File: src/rtl/core/rpat_pkg.sv
`timescale 1ns / 1ps
package rpat_pkg;

  localparam int unsigned TABLE_DEPTH_DEF = 16;
  localparam int unsigned PREFIX_W        = 24;
  localparam int unsigned TIME_W          = 32;
  localparam int unsigned ACT_W           = 2;

  localparam logic [ACT_W-1:0] ACT_ADDED   = 2'd0;
  localparam logic [ACT_W-1:0] ACT_RENEWED = 2'd1;
  localparam logic [ACT_W-1:0] ACT_DROPPED = 2'd2;
  localparam logic [ACT_W-1:0] ACT_EXPIRED = 2'd3;

  typedef struct packed {
    logic [PREFIX_W-1:0] network_prefix;
    logic [TIME_W-1:0]   now_time;
    logic [TIME_W-1:0]   ttl_seconds;
  } rpat_in_t;

  typedef struct packed {
    logic [ACT_W-1:0]    action;
    logic [PREFIX_W-1:0] result_prefix;
    logic [TIME_W-1:0]   expiry_time;
    logic                last_result;
  } rpat_out_t;

  typedef struct packed {
    logic [PREFIX_W-1:0] prefix;
    logic [TIME_W-1:0]   expiry;
  } rpat_entry_t;

  typedef struct packed {
    logic hit;
    logic expired;
    logic later;
  } rpat_flags_t;

endpackage

File: src/rtl/core/rpat_mem.sv
`timescale 1ns / 1ps
module rpat_mem #(
  parameter int unsigned TABLE_DEPTH = rpat_pkg::TABLE_DEPTH_DEF
) (
  input  logic                                clk,
  input  logic                                wr_en,
  input  logic [$clog2(TABLE_DEPTH)-1:0]      wr_addr,
  input  rpat_pkg::rpat_entry_t               wr_data,
  input  logic [$clog2(TABLE_DEPTH)-1:0]      rd_addr,
  output rpat_pkg::rpat_entry_t               rd_data
);

  rpat_pkg::rpat_entry_t mem [TABLE_DEPTH];
  rpat_pkg::rpat_entry_t rd_data_r;

  always_ff @(posedge clk) begin
    if (wr_en) begin
      mem[wr_addr] <= wr_data;
    end
    rd_data_r <= mem[rd_addr];
  end

  assign rd_data = rd_data_r;

endmodule

File: src/rtl/core/rpat_cmp.sv
`timescale 1ns / 1ps
module rpat_cmp (
  input  rpat_pkg::rpat_entry_t               entry,
  input  logic [rpat_pkg::PREFIX_W-1:0]       key,
  input  logic [rpat_pkg::TIME_W-1:0]         now,
  input  logic [rpat_pkg::TIME_W-1:0]         sum,
  output rpat_pkg::rpat_flags_t               flags
);

  always_comb begin
    flags.hit     = (entry.prefix == key);
    flags.expired = (entry.expiry < now);
    flags.later   = (sum > entry.expiry);
  end

endmodule

File: src/rtl/core/rpat_ctrl.sv
`timescale 1ns / 1ps
module rpat_ctrl #(
  parameter int unsigned TABLE_DEPTH = rpat_pkg::TABLE_DEPTH_DEF
) (
  input  logic                                clk,
  input  logic                                rst_n,
  input  logic                                start,
  output logic                                busy,
  input  rpat_pkg::rpat_in_t                  in_data,
  output logic                                out_valid,
  output rpat_pkg::rpat_out_t                 out_data,
  output logic                                wr_en,
  output logic [$clog2(TABLE_DEPTH)-1:0]      wr_addr,
  output rpat_pkg::rpat_entry_t               wr_data,
  output logic [$clog2(TABLE_DEPTH)-1:0]      rd_addr,
  input  rpat_pkg::rpat_entry_t               rd_data,
  output logic [rpat_pkg::PREFIX_W-1:0]       key,
  output logic [rpat_pkg::TIME_W-1:0]         now,
  output logic [rpat_pkg::TIME_W-1:0]         sum,
  input  rpat_pkg::rpat_flags_t               flags
);

  localparam int unsigned AW = $clog2(TABLE_DEPTH);
  localparam int unsigned CW = $clog2(TABLE_DEPTH + 1);
  localparam int unsigned TW = rpat_pkg::TIME_W;

  typedef enum logic [4:0] {
    ST_IDLE  = 5'b00001,
    ST_LOOK  = 5'b00010,
    ST_HEAD  = 5'b00100,
    ST_SWEEP = 5'b01000,
    ST_FIN   = 5'b10000
  } rpat_state_t;

  rpat_state_t                 state_r, state_nxt;
  logic [rpat_pkg::PREFIX_W-1:0] key_r, key_nxt;
  logic [TW-1:0]               now_r, now_nxt;
  logic [TW-1:0]               sum_r, sum_nxt;
  logic [CW-1:0]               cnt_r, cnt_nxt;
  logic [CW-1:0]               rp_r, rp_nxt;
  logic                        rd_vld_r, rd_vld_nxt;
  logic [CW-1:0]               rd_pos_r, rd_pos_nxt;
  logic                        hit_r, hit_nxt;
  logic [CW-1:0]               hpos_r, hpos_nxt;
  logic [TW-1:0]               hexp_r, hexp_nxt;
  logic                        store_r, store_nxt;
  logic [CW-1:0]               wp_r, wp_nxt;
  rpat_pkg::rpat_out_t         pend_r, pend_nxt;
  logic                        out_valid_r, out_valid_nxt;
  rpat_pkg::rpat_out_t         out_data_r, out_data_nxt;
  logic [TW:0]                 sum_full;
  logic                        scan_done;

  assign sum_full  = {1'b0, in_data.now_time} + {1'b0, in_data.ttl_seconds};
  assign scan_done = (rp_r == cnt_r);
  assign rd_addr   = rp_r[AW-1:0];
  assign key       = key_r;
  assign now       = now_r;
  assign sum       = sum_r;
  assign busy      = (state_r != ST_IDLE);
  assign out_valid = out_valid_r;
  assign out_data  = out_data_r;

  always_comb begin
    state_nxt     = state_r;
    key_nxt       = key_r;
    now_nxt       = now_r;
    sum_nxt       = sum_r;
    cnt_nxt       = cnt_r;
    rp_nxt        = rp_r;
    rd_vld_nxt    = 1'b0;
    rd_pos_nxt    = rd_pos_r;
    hit_nxt       = hit_r;
    hpos_nxt      = hpos_r;
    hexp_nxt      = hexp_r;
    store_nxt     = store_r;
    wp_nxt        = wp_r;
    pend_nxt      = pend_r;
    out_valid_nxt = 1'b0;
    out_data_nxt  = out_data_r;
    wr_en         = 1'b0;
    wr_addr       = wp_r[AW-1:0];
    wr_data       = rd_data;

    if ((state_r == ST_LOOK || state_r == ST_SWEEP) && !scan_done) begin
      rp_nxt     = rp_r + CW'(1);
      rd_vld_nxt = 1'b1;
      rd_pos_nxt = rp_r;
    end

    case (state_r)
      ST_IDLE: begin
        if (start) begin
          key_nxt   = in_data.network_prefix;
          now_nxt   = in_data.now_time;
          sum_nxt   = sum_full[TW] ? {TW{1'b1}} : sum_full[TW-1:0];
          rp_nxt    = '0;
          hit_nxt   = 1'b0;
          state_nxt = ST_LOOK;
        end
      end
      ST_LOOK: begin
        if (rd_vld_r && flags.hit && !hit_r) begin
          hit_nxt  = 1'b1;
          hpos_nxt = rd_pos_r;
          hexp_nxt = flags.later ? sum_r : rd_data.expiry;
        end
        if (scan_done) begin
          state_nxt = ST_HEAD;
        end
      end
      ST_HEAD: begin
        pend_nxt.result_prefix = key_r;
        pend_nxt.last_result   = 1'b0;
        if (hit_r) begin
          pend_nxt.action      = rpat_pkg::ACT_RENEWED;
          pend_nxt.expiry_time = hexp_r;
          store_nxt            = 1'b1;
        end else if (cnt_r >= CW'(TABLE_DEPTH)) begin
          pend_nxt.action      = rpat_pkg::ACT_DROPPED;
          pend_nxt.expiry_time = sum_r;
          store_nxt            = 1'b0;
        end else begin
          pend_nxt.action      = rpat_pkg::ACT_ADDED;
          pend_nxt.expiry_time = sum_r;
          hexp_nxt             = sum_r;
          store_nxt            = 1'b1;
        end
        wp_nxt    = (hit_r || cnt_r < CW'(TABLE_DEPTH)) ? CW'(1) : '0;
        rp_nxt    = '0;
        state_nxt = ST_SWEEP;
      end
      ST_SWEEP: begin
        if (rd_vld_r && !(hit_r && rd_pos_r == hpos_r)) begin
          if (flags.expired) begin
            out_valid_nxt              = 1'b1;
            out_data_nxt               = pend_r;
            out_data_nxt.last_result   = 1'b0;
            pend_nxt.action            = rpat_pkg::ACT_EXPIRED;
            pend_nxt.result_prefix     = rd_data.prefix;
            pend_nxt.expiry_time       = rd_data.expiry;
            pend_nxt.last_result       = 1'b0;
          end else begin
            wr_en  = 1'b1;
            wr_addr = wp_r[AW-1:0];
            wr_data = rd_data;
            wp_nxt = wp_r + CW'(1);
          end
        end
        if (scan_done) begin
          state_nxt = ST_FIN;
        end
      end
      ST_FIN: begin
        wr_en                    = store_r;
        wr_addr                  = '0;
        wr_data.prefix           = key_r;
        wr_data.expiry           = hexp_r;
        cnt_nxt                  = wp_r;
        out_valid_nxt            = 1'b1;
        out_data_nxt             = pend_r;
        out_data_nxt.last_result = 1'b1;
        state_nxt                = ST_IDLE;
      end
      default: begin
        state_nxt = ST_IDLE;
      end
    endcase
  end

  always_ff @(posedge clk) begin
    if (!rst_n) begin
      state_r     <= ST_IDLE;
      cnt_r       <= '0;
      rd_vld_r    <= 1'b0;
      hit_r       <= 1'b0;
      out_valid_r <= 1'b0;
    end else begin
      state_r     <= state_nxt;
      cnt_r       <= cnt_nxt;
      rd_vld_r    <= rd_vld_nxt;
      hit_r       <= hit_nxt;
      out_valid_r <= out_valid_nxt;
    end
  end

  always_ff @(posedge clk) begin
    key_r      <= key_nxt;
    now_r      <= now_nxt;
    sum_r      <= sum_nxt;
    rp_r       <= rp_nxt;
    rd_pos_r   <= rd_pos_nxt;
    hpos_r     <= hpos_nxt;
    hexp_r     <= hexp_nxt;
    store_r    <= store_nxt;
    wp_r       <= wp_nxt;
    pend_r     <= pend_nxt;
    out_data_r <= out_data_nxt;
  end

endmodule

File: src/rtl/core/route_prefix_aging_table_core.sv
`timescale 1ns / 1ps
// Busy from taking an item until its last result, longer with more entries held
// when the item is taken, as one table memory port pair serves one lookup read
// per entry, then one sweep read per entry; no new item is taken while busy.
// Results leave at most one per cycle and cannot be stalled; the last one comes
// in the first cycle with busy low. Synchronous active-low reset empties the
// table by clearing its fill count.
module route_prefix_aging_table_core #(
  parameter int unsigned TABLE_DEPTH = rpat_pkg::TABLE_DEPTH_DEF
) (
  input  logic                clk,
  input  logic                rst_n,
  input  logic                start,
  output logic                busy,
  input  rpat_pkg::rpat_in_t  in_data,
  output logic                out_valid,
  output rpat_pkg::rpat_out_t out_data
);

  localparam int unsigned AW = $clog2(TABLE_DEPTH);

  logic                              wr_en;
  logic [AW-1:0]                     wr_addr;
  rpat_pkg::rpat_entry_t             wr_data;
  logic [AW-1:0]                     rd_addr;
  rpat_pkg::rpat_entry_t             rd_data;
  logic [rpat_pkg::PREFIX_W-1:0]     key;
  logic [rpat_pkg::TIME_W-1:0]       now;
  logic [rpat_pkg::TIME_W-1:0]       sum;
  rpat_pkg::rpat_flags_t             flags;

  rpat_ctrl #(.TABLE_DEPTH(TABLE_DEPTH)) u_ctrl (
    .clk       (clk),
    .rst_n     (rst_n),
    .start     (start),
    .busy      (busy),
    .in_data   (in_data),
    .out_valid (out_valid),
    .out_data  (out_data),
    .wr_en     (wr_en),
    .wr_addr   (wr_addr),
    .wr_data   (wr_data),
    .rd_addr   (rd_addr),
    .rd_data   (rd_data),
    .key       (key),
    .now       (now),
    .sum       (sum),
    .flags     (flags)
  );

  rpat_mem #(.TABLE_DEPTH(TABLE_DEPTH)) u_mem (
    .clk     (clk),
    .wr_en   (wr_en),
    .wr_addr (wr_addr),
    .wr_data (wr_data),
    .rd_addr (rd_addr),
    .rd_data (rd_data)
  );

  rpat_cmp u_cmp (
    .entry (rd_data),
    .key   (key),
    .now   (now),
    .sum   (sum),
    .flags (flags)
  );

endmodule

File: config.mk
export PLATFORM = sky130hd
export DESIGN_NAME = route_prefix_aging_table_core
export DESIGN_NICKNAME = d
export VERILOG_FILES = /design/src/rtl/core/rpat_pkg.sv /design/src/rtl/core/rpat_mem.sv /design/src/rtl/core/rpat_cmp.sv /design/src/rtl/core/rpat_ctrl.sv /design/src/rtl/core/route_prefix_aging_table_core.sv
export SDC_FILE = /design/constraint.sdc
export NUM_CORES = 1
export LEC_CHECK = 0
export BUFFER_PORTS_ARGS = -buffer_cell sky130_fd_sc_hd__buf_2
export CAP_MARGIN = 25
export CORE_ASPECT_RATIO = 1.4
export CORE_MARGIN = 2
export CORE_UTILIZATION = 38
export CTS_BUF_LIST = sky130_fd_sc_hd__clkbuf_4 sky130_fd_sc_hd__clkbuf_8
export DETAILED_ROUTE_END_ITERATION = 8
export PLACE_DENSITY = 0.51
export SKIP_CTS_REPAIR_TIMING = 1
export SYNTH_ARGS = -nofsm -noshare
export SYNTH_HDL_FRONTEND = slang
export SYNTH_SLANG_ARGS = --single-unit
File: constraint.sdc
create_clock -name clk -period 7.3 [get_ports clk]
set_clock_uncertainty 0.05 [all_clocks]
set_input_delay 0.365 -clock clk [delete_from_list [all_inputs] [get_ports clk]]
set_output_delay 0.365 -clock clk [all_outputs]
set_load 0.01 [all_outputs]
== Yosys cells after proc, flatten, opt, wreduce, memory -nomap -nowiden ==
Memories as Yosys holds them, arrays and structs flattened. A register that Yosys moved wholly into a read port is not among the register bits.
Cells that the tools add are included.
Widths: inputs -> output; s select.
Storage, ports and cells
  output and inout port bits: 61
  memories kept: 1
  input port bits: 91
  register bits: 271
  RAM bits: 896
  word-level logic and storage cells: 109
Memories
  u_mem.mem: depth 16, bits a word 56, rd ports 1, clocked after Yosys merged registers in 1, write ports 1, RTL line rpat_mem.sv:13  | rpat_pkg::rpat_entry_t mem [TABLE_DEPTH];
Cells by class
  $lt $le $gt $ge: 4
  equality and inequality tests: 18
  muxes and demuxes: 40
  reductions and logical operators: 22
  add/sub/neg operators: 3
Operators with widths (number)
  $mux 59: 4
  $pmux 59 s2: 2
  $mux 32: 5
  $pmux 32 s2: 1
  $mux 56: 1
  $mux 5: 7
  $add 32x32->33: 1
  $gt 32x32->1: 1
  $lt 32x32->1: 1
  $eq 24x24->1: 1
  $pmux 5 s2: 2
  $pmux 5 s4: 1
  $reduce_and 3->1: 5
  $ne 2x2->1 const B: 7
  $mux 1: 11
  $add 5x1->5 const B: 2
  $eq 5x5->1: 2
  $reduce_bool 2->1: 4
  $pmux 1 s2: 3
  $eq 5x1->1 const B: 1
  $eq 5x2->1 const B: 1
  $eq 5x3->1 const B: 1
  $eq 5x4->1 const B: 1
  $eq 5x5->1 const B: 1
  other kinds (11): 21

== Logic depth before layout (Yosys ltp) ==
Gate-level depths: netlist (run 1).
  depth in word-level cells: 8
  depth in mapped cells: 12
  depth with buffers taken out: 11

== By module ==
From an unflattened synthesis (run 1), not the netlist that was laid out.
Unflattened totals
  cell total of the unflattened synthesis: 2801
  area, all modules: 49274.8 µm²
Modules (own cells, without submodules)
  rpat_mem: area an instance 34678.3 µm², instances 1, cells an instance 1445, sequential area each 28026.9 µm²
  rpat_ctrl: area an instance 12744.7 µm², instances 1, cells an instance 1103, sequential area each 7957.6 µm²
  rpat_cmp: area an instance 1851.8 µm², instances 1, cells an instance 253, sequential area each 0.0 µm²

== Worst setup path after synthesis (run 1) ==
OpenSTA, ideal clock, no wires.
  path kind: register to register
  start: register u_ctrl.now_r[17] (netlist: u_ctrl.now[17])
  end: memory u_mem.mem[0][0] (netlist name), enable pin
  path slack: 695 ps
  arrival time: 5999 ps
  required time: 6694 ps
  setup time: 556 ps
  period minus slack after synthesis: 6605 ps
  cell stages (with the launch flop): 11
  path buffers: 0
  cells stage by stage: edfxtp_1 -> inv_1 -> ha_1 -> a21o_1 -> a21o_1 -> a21oi_1 -> or4_1 -> o211ai_1 -> and2_1 -> a31oi_4 -> o32ai_1
On the way
  word-level cells in the longest chain between the ends: 6
RTL lines
  start, declared: RTL line rpat_ctrl.sv:37  | logic [TW-1:0] now_r, now_nxt;
  start signal, assigned: RTL line rpat_ctrl.sv:189  | now_r <= now_nxt;
  $lt 32x32->1: RTL line rpat_cmp.sv:12  | flags.expired = (entry.expiry < now);
  $mux 1: RTL line rpat_ctrl.sv:135  | if (flags.expired) begin
  $mux 1: RTL line rpat_ctrl.sv:134  | if (rd_vld_r && !(hit_r && rd_pos_r == hpos_r)) begin
  $pmux 1 s2: RTL line rpat_ctrl.sv:91  | case (state_r)
  $mux 1: RTL line rpat_mem.sv:17  | if (wr_en) begin
  $mux 1 (not written as such): RTL line rpat_mem.sv:18  | mem[wr_addr] <= wr_data;
  end, declared: RTL line rpat_mem.sv:13
Every way passes these cells.

== Final worst setup path (run 1) ==
  start: register u_ctrl.now_r[1] (netlist: u_ctrl.now[1])
  end: memory u_mem.mem[13][47] (netlist name), enable pin
The elaborated chain is that of the path after synthesis.

==> qor.yml, run 1 <==
floorplanning:
  pin_count: 152
  die_x_um: 308
  rows: 156
  die_area_mm2: 0.132
  start_util: 0.382
  fp.dieH_um: 429
  core_area_mm2: 0.129
clocking:
  clkSlewWorstSetupHoldPaths_ps: 60
  clk_latency_ps: 920
  tritoncts: "done"
  cts_buffer_depth: 3
  numCtsBuffers: 186
  clock_sinks: 1223
  cts_root_buffer: "clkbuf_8"
  htree_levels: 4
routing:
  vias: 25400
  drc: 0
  drtIter0Drc: 2024
  postRouteAntennaNets: 0
  vias_per_cell: 5.30
  drt_first_pass_iters: 4
  finalWirelength_mm: 126
  wl_per_cell_um: 26.3
global_route:
  grt_max_degree: 132
  grt_pass1_vias: 27200
  grt_usage: 0.192
  grt_first_pass_wirelength_mm: 183
  grt_antenna_before_repair: 7
  overflow: 0
final_layout:
  syn_to_final_growth_pct: 15.7
  num-nets-final: 3164
  nFillCells: 11100
  regArea_mm2: 0.0360
  stdcell_count: 4795
  multi_input_area_mm2: 0.0125
  drive_gt1_frac: 0.285
sta:
  fmax_ghz: 0.220
  finalMaxSlewViolations: 0
  setup_tns_ps: 0
  hold_viol: 0
  rsz0062_at_grt: "false"
  finalCritPeriodShare: 0.621
  min_period_ps: 4540
  relSlewSlack: 0.343
  finalSetupViolations: 0
  worstMarginPinSlew_ps: 986
setup_path:
  path_max_fanout: 30
  path_class: "register to register"
  reg2reg_to: "u_mem.mem[13][47]$_DFFE_PP_"
  worst_ep_arrival_time_ps: 5010
  critPathTopFamily: "compound AO/OA/AOI/OAI gates"
  critPathRequiredTime_ps: 7780
  crit_path_cell_trace: "inv_1 -> ha_1 -> a21o_1 -> a21oi_1 -> o211ai_1 -> o211ai_1 -> o311ai_4 -> a31oi_4 -> nor3_2 -> buf_4 -> buf_4"
  worstSetupEndpointType: "register"
  worst-path-stages: 11
  reg2reg_slack_ps: 2760
  cpMaxStageDelayCell: "nor3_2"
  reg2reg_depth: 11
  start_kind: "register"
  timing.rr.start: "u_ctrl.now[1]$_DFFE_PP_"
  critPathBufInv: 3
  cp_slowest_stage_delay_ps: 830
yosys:
  synth_nets: 2783
  syn_inst: 2594
  async_flop_share: 0
  netlist_top_cells_area: "edfxtp_1, mux4_2, dfxtp_1"
  synth_ff_type: "edfxtp_1"
  yosysTopAreaCell: "edfxtp_1"
  syn_area_mm2: 0.0491
  yosysUniqueCellTypes: 69
  synth.ff_latch_count: 1223
  syn_area_per_cell_um2: 18.9
  yosysWarnings: 0
  synth_top_area_share: 0.703
  ys_seq_area_frac: 0.733
  synth_edf_count: 1149
worst_hold_path:
  min_to: "u_ctrl.sum[17]$_SDFFCE_PP1P_"
  min_from: "in_data[17]"
  hp-class: "input pin to register"
  min_path_cells: 4
placement:
  port_buffers: 151
  hpwl_mm: 73.4
  globalplace.congestion: 0.795
  dp_cells: 4375
power:
  vdd_drop_max_uv: 187
  p_per_area_mw_per_mm2: 246
  p_leak_nw: 18.8
  finalPower_w: 0.0140
outcome:
  outcome: "complete, no violations"
flow_run:
  drv_cap: 0
state kept, by name (all words and copies together), names as in the netlist, 5 cells and up:
name	flops
u_ctrl.wp_r	5
u_ctrl.sum	32
u_ctrl.hexp_r	32
u_ctrl.key	24
u_ctrl.now	32
u_ctrl.out_data	59
u_mem.mem	896
u_ctrl.cnt_r	5
u_ctrl.hpos_r	5
u_ctrl.state_r	5
u_ctrl.rd_pos_r	5
u_mem.rd_data	56
u_ctrl.rp_r	5
u_ctrl.pend_r	58
cells in the mapped netlist (25+ instances only):
master	instances
mux2i_1	34
edfxtp_1	1149
nor2_1	25
xnor2_1	39
a21o_1	44
mux4_2	280
dfxtp_1	74
mux2_2	28
xor2_1	27
inv_1	76
nand2_1	281
clkbuf_1	64
ha_1	97
o21ai_0	86
nor3_1	28
a21oi_1	48
cell families (layout without fill, tap and decap cells):
kind of cell	after synthesis	count (layout)	synth area share
fa+ha+maj	98	98	0.0251
buf+inv	185	725	0.0154
other cells	0	2	0
compound gates	239	239	0.0318
mux	346	346	0.143
xor+xnor	66	66	0.0118
flops	1223	1223	0.733
simple gates	437	437	0.0398
worst min-delay path, delay by kind of cell:
kind	cells	cell delay, ps
adders and majority gates	1	240
xor gates and xnor gates	1	110
buffers and inverters	1	80
and+or+nand+nor	1	60
final cells by class:
cell class	instances	area share
Sequential cell	1223	0.634
Inverter	76	0.00509
Tap cell	1659	0.0366
Clock buffer	266	0.0577
Multi-Input combinational cell	1186	0.220
Clock inverter	81	0.00985
Antenna cell	2	0.0000881
Timing Repair Buffer	302	0.0372
per-stage QoR:
stage	setup slack (ps)	util	area [um2]	hold slack (ps)
after detailed placement	2740	0.406	52200	355
after global routing	2570	0.442	56800	-3.43
after global placement	2880	0.406	52200	354
after CTS	2670	0.436	56100	-527
after floorplan	695	-	49100	350
final	2760	0.442	56800	2.48
metal layers:
metal / global-route usage / vias to the layer above / wire [um]
met5: 0 / - / 38
met4: 0.0553 / 6 / 2500
met3: 0.0326 / 179 / 5870
met2: 0.335 / 727 / 65400
met1: 0.246 / 13400 / 52500
li1: - / 11200 / -
how the worst max path moves through the flow:
stage                                  start                     endpoint  slack (ps)
floorplan           u_ctrl.now[17]$_DFFE_PP_    u_mem.mem[0][0]$_DFFE_PP_         700
global placement     u_ctrl.now[1]$_DFFE_PP_   u_mem.mem[5][47]$_DFFE_PP_        2880
detailed placement   u_ctrl.now[1]$_DFFE_PP_  u_mem.mem[13][47]$_DFFE_PP_        2740
CTS                  u_ctrl.now[1]$_DFFE_PP_  u_mem.mem[13][52]$_DFFE_PP_        2670
global route         u_ctrl.now[1]$_DFFE_PP_  u_mem.mem[13][52]$_DFFE_PP_        2570
finish               u_ctrl.now[1]$_DFFE_PP_  u_mem.mem[13][47]$_DFFE_PP_        2760
power breakdown:
group          switching, W  total, W  internal (W)  leakage, nW
logic              0.000288  0.000491      0.000203         5.84
clock network       0.00271   0.00578       0.00306         2.03
registers         0.0000444   0.00770       0.00765         11.0
placed cells by master (no fill, tap or decap), types with 6 or more instances in the layout:
| master | instances |
|---|---|
| a21boi_0 | 7 |
| o21ai_1 | 8 |
| dlygate4sd3_1 | 68 |
| o21ai_0 | 82 |
| ha_1 | 97 |
| nor3_1 | 13 |
| buf_4 | 79 |
| buf_2 | 151 |
| clkbuf_8 | 206 |
| a21o_1 | 44 |
| nand2b_1 | 10 |
| inv_1 | 74 |
| edfxtp_1 | 1149 |
| clkinv_1 | 41 |
| and2_1 | 7 |
| nand2_1 | 279 |
| clkbuf_4 | 61 |
| nand4_1 | 22 |
| nor3_2 | 15 |
| dfxtp_1 | 69 |
| xnor2_1 | 39 |
| and3_1 | 8 |
| a21oi_1 | 47 |
| clkinv_2 | 22 |
| and4_1 | 6 |
| mux2i_1 | 34 |
| nor2b_1 | 7 |
| mux4_2 | 280 |
| xor2_1 | 27 |
| mux2_2 | 28 |
| nand3_1 | 17 |
| nor2_1 | 25 |
Note: power is estimated with default switching activity, not from simulation.
==> run 2: changes to the inputs <==
Clock period 7.3 ns to 4.53 ns, I/O delays scaled along.
==> run 2 against run 1 <==
  * Total power grew 63%
  * Global-route usage shrank 0.62 points
  * Non-clock buffer count grew 65
  * Sequential share of layout area shrank 0.94 points
  * Register-to-register slack lost 1900 ps
  * Count of clock-buffer cells in the layout grew 8
  * Sequential power grew 61%
  * Utilization grew 0.67 points
  * Combinational power grew 69%
  * Critical path depth shrank 1
  * First-iteration DRC count grew 3.8%
==> qor.yml, run 2 (synthesis results as in run 1) <==
placement:
  globalplace.congestion: 0.814  # +2.5%
  dpl_cell_area_mm2: 0.0525  # +0.45%
  dp_cells: 4388  # +0.30%
  place_ws_ps: 875  # -1870 ps
  hpwl_mm: 75.9  # +3.4%
  port_buffers: 151  # unchanged
global_route:
  grt_pass1_vias: 27000  # -0.85%
  grt_max_degree: 116  # -12%
  grt_usage: 0.186  # -0.00623
  grt_antenna_before_repair: 3  # -4
  grt_first_pass_wirelength_mm: 180  # -1.8%
  overflow: 0  # unchanged
final_layout:
  multi_input_area_mm2: 0.0125  # +0.45%
  stdcell_count: 4864  # +1.4%
  regMostFlops: "u_mem.mem"
  final_cell_mix: "edfxtp_1, mux4_2, nand2_1"
  syn_to_final_growth_pct: 17.5
  design_area_mm2: 0.0576  # +1.5%
  regArea_mm2: 0.0360  # unchanged
  nFillCells: 11100  # -0.090%
  largest_reg_flops: 896  # unchanged
  drive_gt1_frac: 0.285  # about the same
  layout_commonest_cell: "edfxtp_1"
  num-nets-final: 3231  # +2.1%
sta:
  worstMarginPinSlew_ps: 985  # -1.39 ps
  fmax_ghz: 0.273  # +24%
  finalSetupViolations: 0  # unchanged
  hold_viol: 0  # unchanged
  finalMaxSlewViolations: 0  # unchanged
  rsz0062_at_grt: "false"
  relSlewSlack: 0.343  # +0.000924
  min_period_ps: 3660  # -875 ps
  finalCritPeriodShare: 0.808  # +0.187
  fin_ws_ps: 868  # -1890 ps
setup_path:
  critPathTopFamily: "simple AND/OR/NAND/NOR gates"
  cpMaxStageDelayCell: "buf_4"
  cp_slowest_stage_delay_ps: 660  # -170 ps
  reg2reg_slack_ps: 870  # -1890 ps
  worstSetupEndpointType: "register"
  path_class: "register to register"
  reg2reg_to: "u_mem.mem[3][52]$_DFFE_PP_"
  path_max_fanout: 46  # +53%
  worst_ep_arrival_time_ps: 4110  # -900 ps
  start_kind: "register"
  crit_path_cell_trace: "inv_1 -> ha_1 -> nand4_1 -> or4_1 -> o211ai_1 -> and2_1 -> a31oi_4 -> buf_4 -> nor3_2 -> buf_4"
  crit_path_frequent_cell: "buf_4"
  critPathRequiredTime_ps: 4980  # -2800 ps
  reg2reg_depth: 10  # -1
  timing.rr.start: "u_ctrl.now[31]$_DFFE_PP_"
  critPathBufInv: 3  # unchanged
routing:
  drt_first_pass_iters: 7  # +3
  drtIter0Drc: 2101  # +3.8%
  vias_per_cell: 5.24  # -1.1%
  vias: 25500  # +0.31%
  postRouteAntennaNets: 0  # unchanged
  drc: 0  # unchanged
  wl_per_cell_um: 25.1  # -4.9%
  finalWirelength_mm: 122  # -3.5%
floorplanning:
  pin_count: 152  # unchanged
  core_area_mm2: 0.129  # unchanged
  die_area_mm2: 0.132  # unchanged
  start_util: 0.382  # unchanged
  fp.dieH_um: 429  # unchanged
  rows: 156  # unchanged
  die_x_um: 308  # unchanged
worst_hold_path:
  min_to: "u_ctrl.sum[22]$_SDFFCE_PP1P_"
  hp-class: "input pin to register"
  min_path_cells: 4  # unchanged
  min_from: "in_data[22]"
power:
  p_leak_nw: 19.3  # +2.3%
  p_per_area_mw_per_mm2: 394  # +60%
  vdd_drop_max_uv: 286  # +53%
clocking:
  clock_sinks: 1223  # unchanged
  htree_levels: 4  # unchanged
  cts_buffer_depth: 3  # unchanged
  clk_latency_ps: 900  # -20 ps
  tritoncts: "done"
  cts_root_buffer: "clkbuf_8"
  clkSlewWorstSetupHoldPaths_ps: 70  # about the same
  numCtsBuffers: 188  # +1.1%
outcome:
  outcome: "complete, no violations"
flow_run:
  drv_cap: 0  # unchanged
## run 2: final cells by class
type,instances,share of cell area
inverters,76,0.00501
flip-flops and latches,1223,0.625
clock buffers,274,0.0589
well taps,1659,0.0360
diodes,3,0.000130
repair buffers,367,0.0487
multi-input cells,1186,0.217
clock inverters,76,0.00938
## run 2: worst max path at each step
| stage | startpoint | endpoint | slack [ps] | depth (start not counted) |
|---|---|---|---|---|
| 2_1_floorplan | u_ctrl.now[17]$_DFFE_PP_ | u_mem.mem[1][0]$_DFFE_PP_ | -1640 | 10 |
| 3_3_place_gp | u_ctrl.now[9]$_DFFE_PP_ | u_mem.mem[0][52]$_DFFE_PP_ | 900 | 11 |
| 3_5_place_dp | u_mem.rd_data[29]$_DFF_P_ | u_mem.mem[2][51]$_DFFE_PP_ | 880 | 9 |
| 4_1_cts | u_ctrl.now[17]$_DFFE_PP_ | u_mem.mem[2][52]$_DFFE_PP_ | 820 | 12 |
| 5_1_grt | u_ctrl.now[17]$_DFFE_PP_ | u_mem.mem[3][52]$_DFFE_PP_ | 650 | 12 |
| 6_report | u_ctrl.now[31]$_DFFE_PP_ | u_mem.mem[3][52]$_DFFE_PP_ | 870 | 10 |
## run 2: through the flow
step	setup TNS (ps)	total power, W	util	hold WS, ps
2_1_floorplan	-552900	0.0131	-	275
3_3_place_gp	0	0.0134	0.408	352
3_5_place_dp	0	0.0134	0.408	355
4_1_cts	0	0.0229	0.439	-666
5_1_grt	0	0.0236	0.448	1.61
6_report	0	0.0227	0.448	21.9
## run 2: metal layers
| layer | vias to the layer above | routed length (um) | GRT usage |
|---|---|---|---|
| li1 | 11300 | - | - |
| met1 | 13300 | 51700 | 0.242 |
| met2 | 672 | 62100 | 0.319 |
| met3 | 187 | 5090 | 0.0291 |
| met4 | 2 | 2850 | 0.0584 |
| met5 | - | 15 | 0 |
## run 2: power breakdown
part | leakage (nW) | internal, W | switching, W | total (W)
clock network | 2.09 | 0.00517 | 0.00434 | 0.00951
logic | 6.23 | 0.000372 | 0.000455 | 0.000828
registers | 11.0 | 0.0123 | 0.0000704 | 0.0124
## run 2: worst min-delay path, cell delays in order
cell	delay, ps
buf_2	80
ha_1	370
xnor2_1	130
nand2_1	60
